$ cat src/hw/rtl/alkf_pkg.sv
// Shared types, constants and helpers for the joystick ladder key filter.
`timescale 1ns / 1ps

package alkf_pkg;

  localparam int unsigned SAMPLE_W = 10;
  localparam int unsigned KEY_W = 3;
  localparam int unsigned COUNT_W = 8;
  localparam int unsigned CFG_IDX_W = 3;
  localparam int unsigned CFG_DATA_W = 10;
  localparam int unsigned NUM_THR = 5;
  localparam int unsigned AVG_DEPTH_DEFAULT = 8;

  typedef enum logic [KEY_W-1:0] {
    BTN_NONE   = 3'd0,
    BTN_UP     = 3'd1,
    BTN_DOWN   = 3'd2,
    BTN_LEFT   = 3'd3,
    BTN_RIGHT  = 3'd4,
    BTN_SELECT = 3'd5
  } key_e;

  typedef enum logic [CFG_IDX_W-1:0] {
    REG_RIGHT_UPPER   = 3'd0,
    REG_UP_UPPER      = 3'd1,
    REG_SELECT_UPPER  = 3'd2,
    REG_LEFT_UPPER    = 3'd3,
    REG_DOWN_UPPER    = 3'd4,
    REG_DEAD_BAND     = 3'd5,
    REG_CONFIRM_COUNT = 3'd6
  } reg_idx_e;

  localparam logic [SAMPLE_W-1:0] RIGHT_UPPER_RST  = 10'd78;
  localparam logic [SAMPLE_W-1:0] UP_UPPER_RST     = 10'd188;
  localparam logic [SAMPLE_W-1:0] SELECT_UPPER_RST = 10'd403;
  localparam logic [SAMPLE_W-1:0] LEFT_UPPER_RST   = 10'd620;
  localparam logic [SAMPLE_W-1:0] DOWN_UPPER_RST   = 10'd950;
  localparam logic [SAMPLE_W-1:0] DEAD_BAND_RST    = 10'd10;
  localparam logic [COUNT_W-1:0]  CONFIRM_RST      = 8'd3;

  typedef struct packed {
    logic [NUM_THR-1:0][SAMPLE_W-1:0] thr;
    logic [SAMPLE_W-1:0]              dead_band;
    logic [COUNT_W-1:0]               confirm;
  } cfg_t;

  // Threshold indices 0 to 4 map to right, up, select, left, down in that order.
  function automatic key_e band_key(input logic [2:0] idx);
    key_e k;
    case (idx)
      3'd0:    k = BTN_RIGHT;
      3'd1:    k = BTN_UP;
      3'd2:    k = BTN_SELECT;
      3'd3:    k = BTN_LEFT;
      3'd4:    k = BTN_DOWN;
      default: k = BTN_NONE;
    endcase
    return k;
  endfunction

endpackage

$ cat src/hw/rtl/adc_ladder_key_filter_top.sv
// Top level of the joystick ladder key filter.
//
// Channel  Direction  Handshake                  Payload
// in       input      in_valid_i / in_ready_o    sample_i
// out      output     out_valid_o / out_ready_i  conf_key_o, raw_class_o, mean_level_o
// cfg      input      cfg_valid_i / cfg_ready_o  cfg_index_i, cfg_data_i
//
// One sample can transfer per cycle while the output is not stalled; its running total is
// held in the input register and its result is then loaded into the output register.
// The running total is updated at the input register, and the mean divide, band
// compare and debounce counter run between that register and the output register.
// Reset empties both stages; the first sample then fills the averaging window.
// A stalled output holds the input stage, which in turn drops in_ready_o.
`timescale 1ns / 1ps

module adc_ladder_key_filter_top #(
  parameter int unsigned AVG_DEPTH = alkf_pkg::AVG_DEPTH_DEFAULT
) (
  input  logic                            clk_i,
  input  logic                            rst_ni,
  input  logic                            in_valid_i,
  output logic                            in_ready_o,
  input  logic [alkf_pkg::SAMPLE_W-1:0]   sample_i,
  output logic                            out_valid_o,
  input  logic                            out_ready_i,
  output logic [alkf_pkg::KEY_W-1:0]      conf_key_o,
  output logic [alkf_pkg::KEY_W-1:0]      raw_class_o,
  output logic [alkf_pkg::SAMPLE_W-1:0]   mean_level_o,
  input  logic                            cfg_valid_i,
  output logic                            cfg_ready_o,
  input  logic [alkf_pkg::CFG_IDX_W-1:0]  cfg_index_i,
  input  logic [alkf_pkg::CFG_DATA_W-1:0] cfg_data_i
);

  localparam int unsigned TOT_W = alkf_pkg::SAMPLE_W + $clog2(AVG_DEPTH);

  alkf_pkg::cfg_t   cfg;
  logic             adv;
  logic             stage_valid;
  logic [TOT_W-1:0] total;

  alkf_cfg u_cfg (
    .clk_i       (clk_i),
    .rst_ni      (rst_ni),
    .cfg_valid_i (cfg_valid_i),
    .cfg_ready_o (cfg_ready_o),
    .cfg_index_i (cfg_index_i),
    .cfg_data_i  (cfg_data_i),
    .cfg_o       (cfg)
  );

  alkf_ring #(
    .AVG_DEPTH (AVG_DEPTH)
  ) u_ring (
    .clk_i         (clk_i),
    .rst_ni        (rst_ni),
    .in_valid_i    (in_valid_i),
    .in_ready_o    (in_ready_o),
    .sample_i      (sample_i),
    .adv_i         (adv),
    .stage_valid_o (stage_valid),
    .total_o       (total)
  );

  alkf_classify #(
    .AVG_DEPTH (AVG_DEPTH)
  ) u_classify (
    .clk_i         (clk_i),
    .rst_ni        (rst_ni),
    .cfg_i         (cfg),
    .stage_valid_i (stage_valid),
    .total_i       (total),
    .adv_o         (adv),
    .out_valid_o   (out_valid_o),
    .out_ready_i   (out_ready_i),
    .conf_key_o    (conf_key_o),
    .raw_class_o   (raw_class_o),
    .mean_level_o  (mean_level_o)
  );

endmodule

$ cat src/hw/rtl/alkf_cfg.sv
// Configuration register file for thresholds, dead band and confirm count.
`timescale 1ns / 1ps

module alkf_cfg (
  input  logic                             clk_i,
  input  logic                             rst_ni,
  input  logic                             cfg_valid_i,
  output logic                             cfg_ready_o,
  input  logic [alkf_pkg::CFG_IDX_W-1:0]   cfg_index_i,
  input  logic [alkf_pkg::CFG_DATA_W-1:0]  cfg_data_i,
  output alkf_pkg::cfg_t                   cfg_o
);

  alkf_pkg::cfg_t cfg_q;

  assign cfg_ready_o = 1'b1;
  assign cfg_o = cfg_q;

  always_ff @(posedge clk_i or negedge rst_ni) begin
    if (!rst_ni) begin
      cfg_q.thr[0]    <= alkf_pkg::RIGHT_UPPER_RST;
      cfg_q.thr[1]    <= alkf_pkg::UP_UPPER_RST;
      cfg_q.thr[2]    <= alkf_pkg::SELECT_UPPER_RST;
      cfg_q.thr[3]    <= alkf_pkg::LEFT_UPPER_RST;
      cfg_q.thr[4]    <= alkf_pkg::DOWN_UPPER_RST;
      cfg_q.dead_band <= alkf_pkg::DEAD_BAND_RST;
      cfg_q.confirm   <= alkf_pkg::CONFIRM_RST;
    end else if (cfg_valid_i) begin
      unique case (alkf_pkg::reg_idx_e'(cfg_index_i))
        alkf_pkg::REG_RIGHT_UPPER:   cfg_q.thr[0] <= cfg_data_i;
        alkf_pkg::REG_UP_UPPER:      cfg_q.thr[1] <= cfg_data_i;
        alkf_pkg::REG_SELECT_UPPER:  cfg_q.thr[2] <= cfg_data_i;
        alkf_pkg::REG_LEFT_UPPER:    cfg_q.thr[3] <= cfg_data_i;
        alkf_pkg::REG_DOWN_UPPER:    cfg_q.thr[4] <= cfg_data_i;
        alkf_pkg::REG_DEAD_BAND:     cfg_q.dead_band <= cfg_data_i;
        alkf_pkg::REG_CONFIRM_COUNT: cfg_q.confirm <= cfg_data_i[alkf_pkg::COUNT_W-1:0];
        default: begin
        end
      endcase
    end
  end

endmodule

$ cat src/hw/rtl/alkf_ring.sv
// Input stage: sample shift line, running total and priming on the first sample.
`timescale 1ns / 1ps

module alkf_ring #(
  parameter int unsigned AVG_DEPTH = alkf_pkg::AVG_DEPTH_DEFAULT,
  localparam int unsigned TOT_W = alkf_pkg::SAMPLE_W + $clog2(AVG_DEPTH)
) (
  input  logic                           clk_i,
  input  logic                           rst_ni,
  input  logic                           in_valid_i,
  output logic                           in_ready_o,
  input  logic [alkf_pkg::SAMPLE_W-1:0]  sample_i,
  input  logic                           adv_i,
  output logic                           stage_valid_o,
  output logic [TOT_W-1:0]               total_o
);

  logic [alkf_pkg::SAMPLE_W-1:0] ring_q [AVG_DEPTH];
  logic [TOT_W-1:0]              total_q, total_d;
  logic                          primed_q;
  logic                          stage_valid_q;
  logic                          accept;

  assign in_ready_o    = !stage_valid_q || adv_i;
  assign accept        = in_valid_i && in_ready_o;
  assign stage_valid_o = stage_valid_q;
  assign total_o       = total_q;

  always_comb begin
    if (primed_q) begin
      total_d = total_q - TOT_W'(ring_q[AVG_DEPTH-1]) + TOT_W'(sample_i);
    end else begin
      total_d = TOT_W'(TOT_W'(sample_i) * TOT_W'(AVG_DEPTH));
    end
  end

  always_ff @(posedge clk_i) begin
    if (accept) begin
      if (!primed_q) begin
        for (int i = 0; i < AVG_DEPTH; i++) begin
          ring_q[i] <= sample_i;
        end
      end else begin
        ring_q[0] <= sample_i;
        for (int i = 1; i < AVG_DEPTH; i++) begin
          ring_q[i] <= ring_q[i-1];
        end
      end
    end
  end

  always_ff @(posedge clk_i or negedge rst_ni) begin
    if (!rst_ni) begin
      total_q       <= '0;
      primed_q      <= 1'b0;
      stage_valid_q <= 1'b0;
    end else begin
      if (accept) begin
        total_q  <= total_d;
        primed_q <= 1'b1;
      end
      if (accept) begin
        stage_valid_q <= 1'b1;
      end else if (adv_i) begin
        stage_valid_q <= 1'b0;
      end
    end
  end

endmodule

$ cat src/hw/rtl/alkf_classify.sv
// Result stage: mean, band classification with dead band hold, debounce and output register.
`timescale 1ns / 1ps

module alkf_classify #(
  parameter int unsigned AVG_DEPTH = alkf_pkg::AVG_DEPTH_DEFAULT,
  localparam int unsigned TOT_W = alkf_pkg::SAMPLE_W + $clog2(AVG_DEPTH)
) (
  input  logic                           clk_i,
  input  logic                           rst_ni,
  input  alkf_pkg::cfg_t                 cfg_i,
  input  logic                           stage_valid_i,
  input  logic [TOT_W-1:0]               total_i,
  output logic                           adv_o,
  output logic                           out_valid_o,
  input  logic                           out_ready_i,
  output logic [alkf_pkg::KEY_W-1:0]     conf_key_o,
  output logic [alkf_pkg::KEY_W-1:0]     raw_class_o,
  output logic [alkf_pkg::SAMPLE_W-1:0]  mean_level_o
);

  localparam int unsigned SHIFT = TOT_W + $clog2(AVG_DEPTH);
  localparam int unsigned RW = TOT_W + 1;
  localparam longint unsigned RECIP =
      ((64'd1 << SHIFT) + 64'(AVG_DEPTH) - 64'd1) / 64'(AVG_DEPTH);
  localparam int unsigned PW = TOT_W + RW;

  logic [PW-1:0]                 prod;
  logic [alkf_pkg::SAMPLE_W-1:0] mean;
  alkf_pkg::key_e                cur, cls;
  logic                          near;
  logic [alkf_pkg::SAMPLE_W-1:0] gap;
  alkf_pkg::key_e                held_q, conf_q, conf_d;
  logic [alkf_pkg::COUNT_W-1:0]  cnt_q, cnt_d, cnt_inc;
  logic                          out_valid_q;
  logic [alkf_pkg::KEY_W-1:0]    stable_q, raw_q;
  logic [alkf_pkg::SAMPLE_W-1:0] mean_q;

  assign adv_o = stage_valid_i && (!out_valid_q || out_ready_i);

  assign prod = PW'(total_i) * PW'(RW'(RECIP));
  assign mean = prod[SHIFT +: alkf_pkg::SAMPLE_W];

  always_comb begin
    cur  = alkf_pkg::BTN_NONE;
    near = 1'b0;
    gap  = '0;
    for (int i = alkf_pkg::NUM_THR - 1; i >= 0; i--) begin
      if (mean < cfg_i.thr[i]) begin
        cur = alkf_pkg::band_key(3'(i));
      end
    end
    for (int i = 0; i < alkf_pkg::NUM_THR; i++) begin
      gap = (mean >= cfg_i.thr[i]) ? (mean - cfg_i.thr[i]) : (cfg_i.thr[i] - mean);
      if (gap < cfg_i.dead_band) begin
        near = 1'b1;
      end
    end
    cls = (cur != held_q && near) ? held_q : cur;
  end

  always_comb begin
    cnt_inc = (cnt_q == '1) ? cnt_q : cnt_q + 1'b1;
    conf_d  = conf_q;
    cnt_d   = '0;
    if (cls != conf_q) begin
      if (cnt_inc >= cfg_i.confirm) begin
        conf_d = cls;
      end else begin
        cnt_d = cnt_inc;
      end
    end
  end

  always_ff @(posedge clk_i or negedge rst_ni) begin
    if (!rst_ni) begin
      held_q      <= alkf_pkg::BTN_NONE;
      conf_q      <= alkf_pkg::BTN_NONE;
      cnt_q       <= '0;
      out_valid_q <= 1'b0;
    end else begin
      if (adv_o) begin
        held_q      <= cls;
        conf_q      <= conf_d;
        cnt_q       <= cnt_d;
        out_valid_q <= 1'b1;
      end else if (out_ready_i) begin
        out_valid_q <= 1'b0;
      end
    end
  end

  always_ff @(posedge clk_i) begin
    if (adv_o) begin
      stable_q <= conf_d;
      raw_q    <= cls;
      mean_q   <= mean;
    end
  end

  assign out_valid_o  = out_valid_q;
  assign conf_key_o   = stable_q;
  assign raw_class_o  = raw_q;
  assign mean_level_o = mean_q;

endmodule

$ cat config.mk
export PLATFORM = sky130hd
export DESIGN_NAME = adc_ladder_key_filter_top
export DESIGN_NICKNAME = d
export VERILOG_FILES = /design/src/hw/rtl/alkf_pkg.sv /design/src/hw/rtl/adc_ladder_key_filter_top.sv /design/src/hw/rtl/alkf_cfg.sv /design/src/hw/rtl/alkf_ring.sv /design/src/hw/rtl/alkf_classify.sv
export SDC_FILE = /design/constraint.sdc
export NUM_CORES = 1
export LEC_CHECK = 0
export BUFFER_PORTS_ARGS = -buffer_cell sky130_fd_sc_hd__buf_2
export CORE_UTILIZATION = 30
export CTS_CLUSTER_DIAMETER = 40
export DETAILED_ROUTE_END_ITERATION = 8
export PLACE_DENSITY = 0.54
export REMOVE_ABC_BUFFERS = 1
export SLEW_MARGIN = 20
export SYNTH_ARGS = -nofsm -noshare
export SYNTH_HDL_FRONTEND = slang
export SYNTH_SLANG_ARGS = --single-unit
$ cat constraint.sdc
create_clock -name clk_i -period 12.2 [get_ports clk_i]
set_input_delay 0.61 -clock clk_i [delete_from_list [all_inputs] [get_ports clk_i]]
set_output_delay 0.61 -clock clk_i [all_outputs]
set_load 0.01 [all_outputs]
After elaboration in Yosys (flattened, before gate mapping)
Memories as Yosys holds them, arrays and structs flattened.
Index checks and enable logic that the tools add are counted.
- reduce and logical (&&, ||, !) cells: 17
- equal/unequal tests: 9
- mux-type cells: 40
- bitwise gates (word level): 8
- magnitude comparators: 16
- add/subtract/negate cells: 13
- operators by type and width (operator ; number):
    10-bit 2-to-1 mux ; 13
    10-bit < comparator ; 10
    10-bit subtractor ; 10
    10-bit greater-or-equal comparator ; 5
    8-bit 2-to-1 mux ; 3
    3-bit 2-to-1 mux ; 7
    1-bit 2-to-1 mux ; 15
    2-bit AND reduction ; 7
    13-bit by 10-bit adder with 13-bit output ; 1
    13-bit 2-to-1 mux ; 1
    13-bit by 10-bit subtractor with 13-bit output ; 1
    3-bit == test, second input constant ; 3
    8-bit by 1-bit adder with 8-bit output, second input constant ; 1
    8-bit == test, second input constant ; 1
    8-bit greater-or-equal comparator ; 1
    1-bit bitwise OR ; 8
    3-bit by 2-bit == test with 1-bit output, second input constant ; 2
    3-bit != test ; 2
    2-bit nonzero test ; 2
    3-bit by 1-bit == test with 1-bit output, second input constant ; 1
    1-bit logical AND ; 3
    3-bit logical NOT ; 1
    1-bit logical NOT ; 2
    1-bit logical OR ; 2
    2-bit 2-to-1 mux ; 1
- output and inout port bits: 19
- RAM bits: 80
- memories: 1
- register bits: 114
- word-level logic and storage cells: 121
- input port bits: 28
- memories (memory ; depth ; bits a word ; read ports ; clocked after memory_dff ; write ports ; line ; RTL):
    u_ring.ring_q ; 8 ; 10 ; 8 ; 0 ; 8 ; alkf_ring.sv:18 ; logic [alkf_pkg::SAMPLE_W-1:0] ring_q [AVG_DEPTH];

Longest topological paths before layout
- depth after elaboration: 12
- depth in mapped cells: 24
- gate-level depth less buffers: 23

Cells and area by module
From an unflattened synthesis, not the netlist that was laid out.
- cell total of the unflattened synthesis: 1316
- area, all modules: 14000.9 um^2
- by module, submodules not included (module ; area each (um^2) ; instances ; cells each ; seq. area each (um^2)):
    alkf_classify ; 6702.7 ; 1 ; 785 ; 855.8
    alkf_ring ; 4570.6 ; 1 ; 380 ; 2777.7
    alkf_cfg ; 2727.6 ; 1 ; 151 ; 1739.2

Worst setup path after synthesis
OpenSTA, ideal clock, no wires.
- path kind: register -> register
- start point: reg u_ring.total_q[3] (netlist: u_ring.total_o[3])
- end point: reg u_classify.cnt_q[1] (netlist bit)
- library setup time: 0.067 ns
- buffers on the path: 1
- arrival time: 5.605 ns
- cell stages (with the launch flop): 25
- data required time: 12.133 ns
- slack: 6.528 ns
- cells stage by stage: dfrtp_1 -> inv_1 -> ha_1 -> inv_1 -> fa_1 -> a21o_1 -> a21oi_1 -> o41a_1 -> and2_1 -> buf_2 -> nand2_2 -> mux2_1 -> a311oi_2 -> nor2_1 -> a2111oi_2 -> ha_1 -> a211o_1 -> a2111oi_0 -> o21ai_1 -> and4_1 -> nand4_1 -> mux2i_1 -> xnor2_1 -> a311oi_2 -> a22o_1
- cells in the longest elaborated chain, start to end: 12
- elaborated cells between the ends (all ways): 45
- those cells by class: add/sub: 10; order compare: 15; eq/ne: 2; mux: 17; reduce/logical: 1
- RTL lines (what ; line ; RTL):
    from (decl) ; alkf_ring.sv:19 ; logic [TOT_W-1:0] total_q, total_d;
    from (signal assigned) ; alkf_ring.sv:59 ; total_q <= total_d;
    10-bit subtractor / 10-bit greater-or-equal comparator (equally long branches) ; alkf_classify.sv:53 ; gap = (mean >= cfg_i.thr[i]) ? (mean - cfg_i.thr[i]) : (cfg_i.thr[i] - mean);
    10-bit 2-to-1 mux ; alkf_classify.sv:53 ;
    10-bit < comparator ; alkf_classify.sv:54 ; if (gap < cfg_i.dead_band) begin
    1-bit 2-to-1 mux (5 in a row) ; alkf_classify.sv:54 ;
    1-bit logical AND ; alkf_classify.sv:58 ; cls = (cur != held_q && near) ? held_q : cur;
    3-bit 2-to-1 mux (*) ; alkf_classify.sv:58 ;
    via u_classify.cls[2] ; alkf_classify.sv:29 ; alkf_pkg::key_e cur, cls;
    3-bit != test (*) ; alkf_classify.sv:65 ; if (cls != conf_q) begin
    8-bit 2-to-1 mux (*) ; alkf_classify.sv:65 ;
    to (signal assigned) ; alkf_classify.sv:84 ; cnt_q <= cnt_d;
    to (decl) ; alkf_classify.sv:33 ; logic [alkf_pkg::COUNT_W-1:0] cnt_q, cnt_d, cnt_inc;
Mark *: on every way through the listed nets, which the timed path passes. The rest lies on a longest branch.
A chain may end at the register's enable or synchronous reset.

Worst setup path in the final report
- start point: reg u_ring.total_q[3] (netlist: u_ring.total_o[3])
- end point: reg u_classify.cnt_q[5] (netlist bit)
Same word-level chain as after synthesis.

==> results.toml <==
[sta]
setup_viol = 0
finClkSkew_ns = 0.0141
fmax_mhz = 146
post-route-period-util_pct = 56.1
finalSetupTns_ns = 0
fin_hold_ws_ns = 0.176
final_hold_viol_count = 0
worstMarginPinSlew_ns = 1.13
drv_slew = 0
slew_headroom_pct = 24.7
rsz0062_at_grt = "false"
min_period_ns = 6.84

[critical_path]
crit_chain = "inv_1, ha_1, inv_1, fa_1, nand3_1, a211oi_1, nor3_1, o31a_1, mux2_2, a31oi_1, o211ai_1, mux2i_1, a211oi_1, ha_1, nor4_1, o21ai_0, and4_1, nand4_1, mux2i_1, xnor2_1, a311oi_2, a22o_1"
critPathBufInv = 2
critPathCaptureType = "register"
critPathMaxStageDelay_ns = 0.70
cp-start-kind = "register"
path_max_fanout = 13
required_ns = 12.61
path_delay_family = "compound AO/OA/AOI/OAI gates"
worstPathArrival_ns = 7.24
crit_path_top_delay_cell = "o31a_1"
crit_type = "reg -> reg"

[global_route]
grt_pass1_wl_mm = 56.6
grt_usage_pct = 16.2
antenna_found_initial = 1
grt_max_degree = 92
grt_pass1_vias = 9876
grt_remaining_overflow = 0

[yosys]
ys.flop_type = "edfxtp_1"
synth.largest_area_cell = "edfxtp_1"
yosys-top-cells-area = "edfxtp_1, ha_1, dfrtp_1"
ys_ff_latch = 194
synth_edf_count = 96
ys_seq_area_share_pct = 39.4
syn_area_mm2 = 0.0136
ys_async_sr_fraction_pct = 50.5
avgSynthCellArea_um2 = 10.1
synth_top_area_share_pct = 21.1
synthCells = 1350
synth_cell_type_count = 74
yosys_warnings = 0

[floorplanning]
die_w_um = 215
ios = 47
num_rows = 77
core-area_mm2 = 0.0445
initial_core_util_pct = 30.6
dieArea_mm2 = 0.0463
die_y_um = 215

[final_layout]
finalNonFillerCells = 1988
fin_area_mm2 = 0.0151
area_growth_pct = 10.5
layout-drive-gt1-share_pct = 13.3
final_nets = 1592

[cts]
clock-sinks = 194
cts_resized = 0
postCtsSetupBuffers = 0
cts_tree = "done"
cts_root_buffer = "clkbuf_16"
cts_hold_buf = 0
clockBufferDepth = 2
htree_levels = 4
cts_buffers = 17
clk_latency_ns = 0.47
clk_pin_slew_worst_paths_ns = 0.08

[pwr]
p_leak_nw = 6.93
cellPowerDensity_mw_per_mm2 = 285
ir_drop_uv = 118
p_total_mw = 4.29

[job]
maxCapViolations = 0

[hold_path]
hp-class = "in -> async"

[drt]
via_per_inst = 5.01
drcViolationCount = 0
ant_nets = 0
first_iter_violations = 573
detail_route.wl_per_cell_um = 18.4
drt-total-wl_mm = 36.6
dr.pass1.iters = 5
vias = 9967

[status]
outcome = "complete, no violations"

[placed_design]
port-buffer-count = 45
place_area_mm2 = 0.0145
gp_congestion = 0.906
dpl.cell_count = 1955
dp_hpwl_mm = 26.6
-- logic make-up (layout without fill, tap and decap cells) --
group	after synthesis	in the layout	synth area share, %
AO/OA/AOI/OAI	335	335	16.2
multiplexers	94	94	7.47
adder cells (fa/ha/maj)	182	182	17.8
other	1	2	0.0275
flip-flops	194	194	39.4
buffers and inverters	177	222	5.03
AND/OR/NAND/NOR	315	315	10.7
XOR/XNOR	52	52	3.34
-- final timing paths --
| check | start | endpoint | slack [ns] | cells past startpoint |
|---|---|---|---|---|
| max in group asynchronous | rst_ni | u_classify.cnt_q[0] | 10.84 | 2 |
| hold / removal | rst_ni | u_cfg.cfg_o[26] | 0.18 | 1 |
| setup / recovery | u_ring.total_o[3] | u_classify.cnt_q[5] | 5.36 | 22 |
| min in group clk_i | sample_i[6] | u_ring.ring_q[0][6] | 0.36 | 1 |
| hold reg to reg | u_ring.stage_valid_o | u_classify.out_valid_o | 0.51 | 1 |
| setup reg to reg | u_ring.total_o[3] | u_classify.cnt_q[5] | 5.36 | 22 |
-- area by class of cell --
cell class	count	area [um2]
well taps	592	741
clock inverters	15	124
clock buffers	17	425
diodes	1	2.50
flip-flops and latches	194	5370
fillers	4583	29400
repair buffers	50	269
multi-input cells	979	7600
inverters	140	527
-- cell usage in the layout, fill, tap and decap left out, types with 17 or more instances in the layout --
| master | n |
|---|---|
| fa_1 | 20 |
| mux2_2 | 57 |
| o21ai_0 | 82 |
| dfrtp_1 | 68 |
| mux2i_1 | 35 |
| nand3_1 | 30 |
| xnor2_1 | 36 |
| nor2_1 | 48 |
| clkbuf_16 | 17 |
| buf_2 | 44 |
| ha_1 | 162 |
| a21o_1 | 77 |
| dfstp_2 | 30 |
| a21oi_1 | 71 |
| edfxtp_1 | 96 |
| nand2_1 | 145 |
| inv_1 | 139 |
-- per-layer routing --
layer  GRT usage [%]  part of all wire (%)  wire (um)  vias to the layer above
met5               0                     0          0                        -
met4            6.24                   3.0       1090                        0
met3            3.20                   4.4       1610                       48
met2            25.1                    44      16200                      209
met1            22.1                    48      17600                     4844
li1                -                     -          -                     4866
-- flip-flops by register name, indices dropped and copies added, names as in the netlist --
signal                   count
u_classify.held_q            3
u_classify.mean_level_o     10
u_classify.conf_key_o        3
u_cfg.cfg_o                 68
u_classify.out_valid_o       1
u_classify.raw_class_o       3
u_ring.ring_q               80
u_ring.total_o              13
u_ring.stage_valid_o         1
u_classify.conf_q            3
u_ring.primed_q              1
u_classify.cnt_q             8
-- through the flow --
step	setup WS, ns	utilization, %
floorplan	6.51	-
global placement	5.53	32.6
detailed placement	5.34	32.6
CTS	5.33	33.8
global route	4.77	33.8
finish	5.36	33.8
-- worst reg2reg max path, cell delays in order (launching register included) --
cell and delay [ns]:
dfrtp_1 0.51, inv_1 0.32, ha_1 0.21, inv_1 0.06
fa_1 0.38, nand3_1 0.12, a211oi_1 0.09, nor3_1 0.59
o31a_1 0.70, mux2_2 0.40, a31oi_1 0.27, o211ai_1 0.19
mux2i_1 0.18, a211oi_1 0.06, ha_1 0.22, nor4_1 0.35
o21ai_0 0.21, and4_1 0.25, nand4_1 0.28, mux2i_1 0.42
xnor2_1 0.15, a311oi_2 0.60, a22o_1 0.22
-- report_power, final --
part	internal [mW]	total [mW]	leakage, nW	switching (mW)
combinational	1.18	2.77	4.58	1.59
clock	0.266	0.545	0.263	0.279
sequential	0.830	0.975	2.08	0.145
total	2.27	4.29	6.93	2.02
-- synthesized netlist by cell type, drive strengths merged (8+ instances only) --
cell,n
ha,162
nand2,146
inv,140
edfxtp,96
o21ai,89
a21o,77
a21oi,71
dfrtp,68
mux2,59
nor2,48
xnor2,36
mux2i,35
dfstp,30
nand3,30
clkbuf,29
fa,20
nor3,18
xor2,16
nand4,13
a211oi,12
o21a,12
a31oi,10
nand2b,9
and2,8
buf,8
Note: power is estimated with default switching activity, not from simulation.
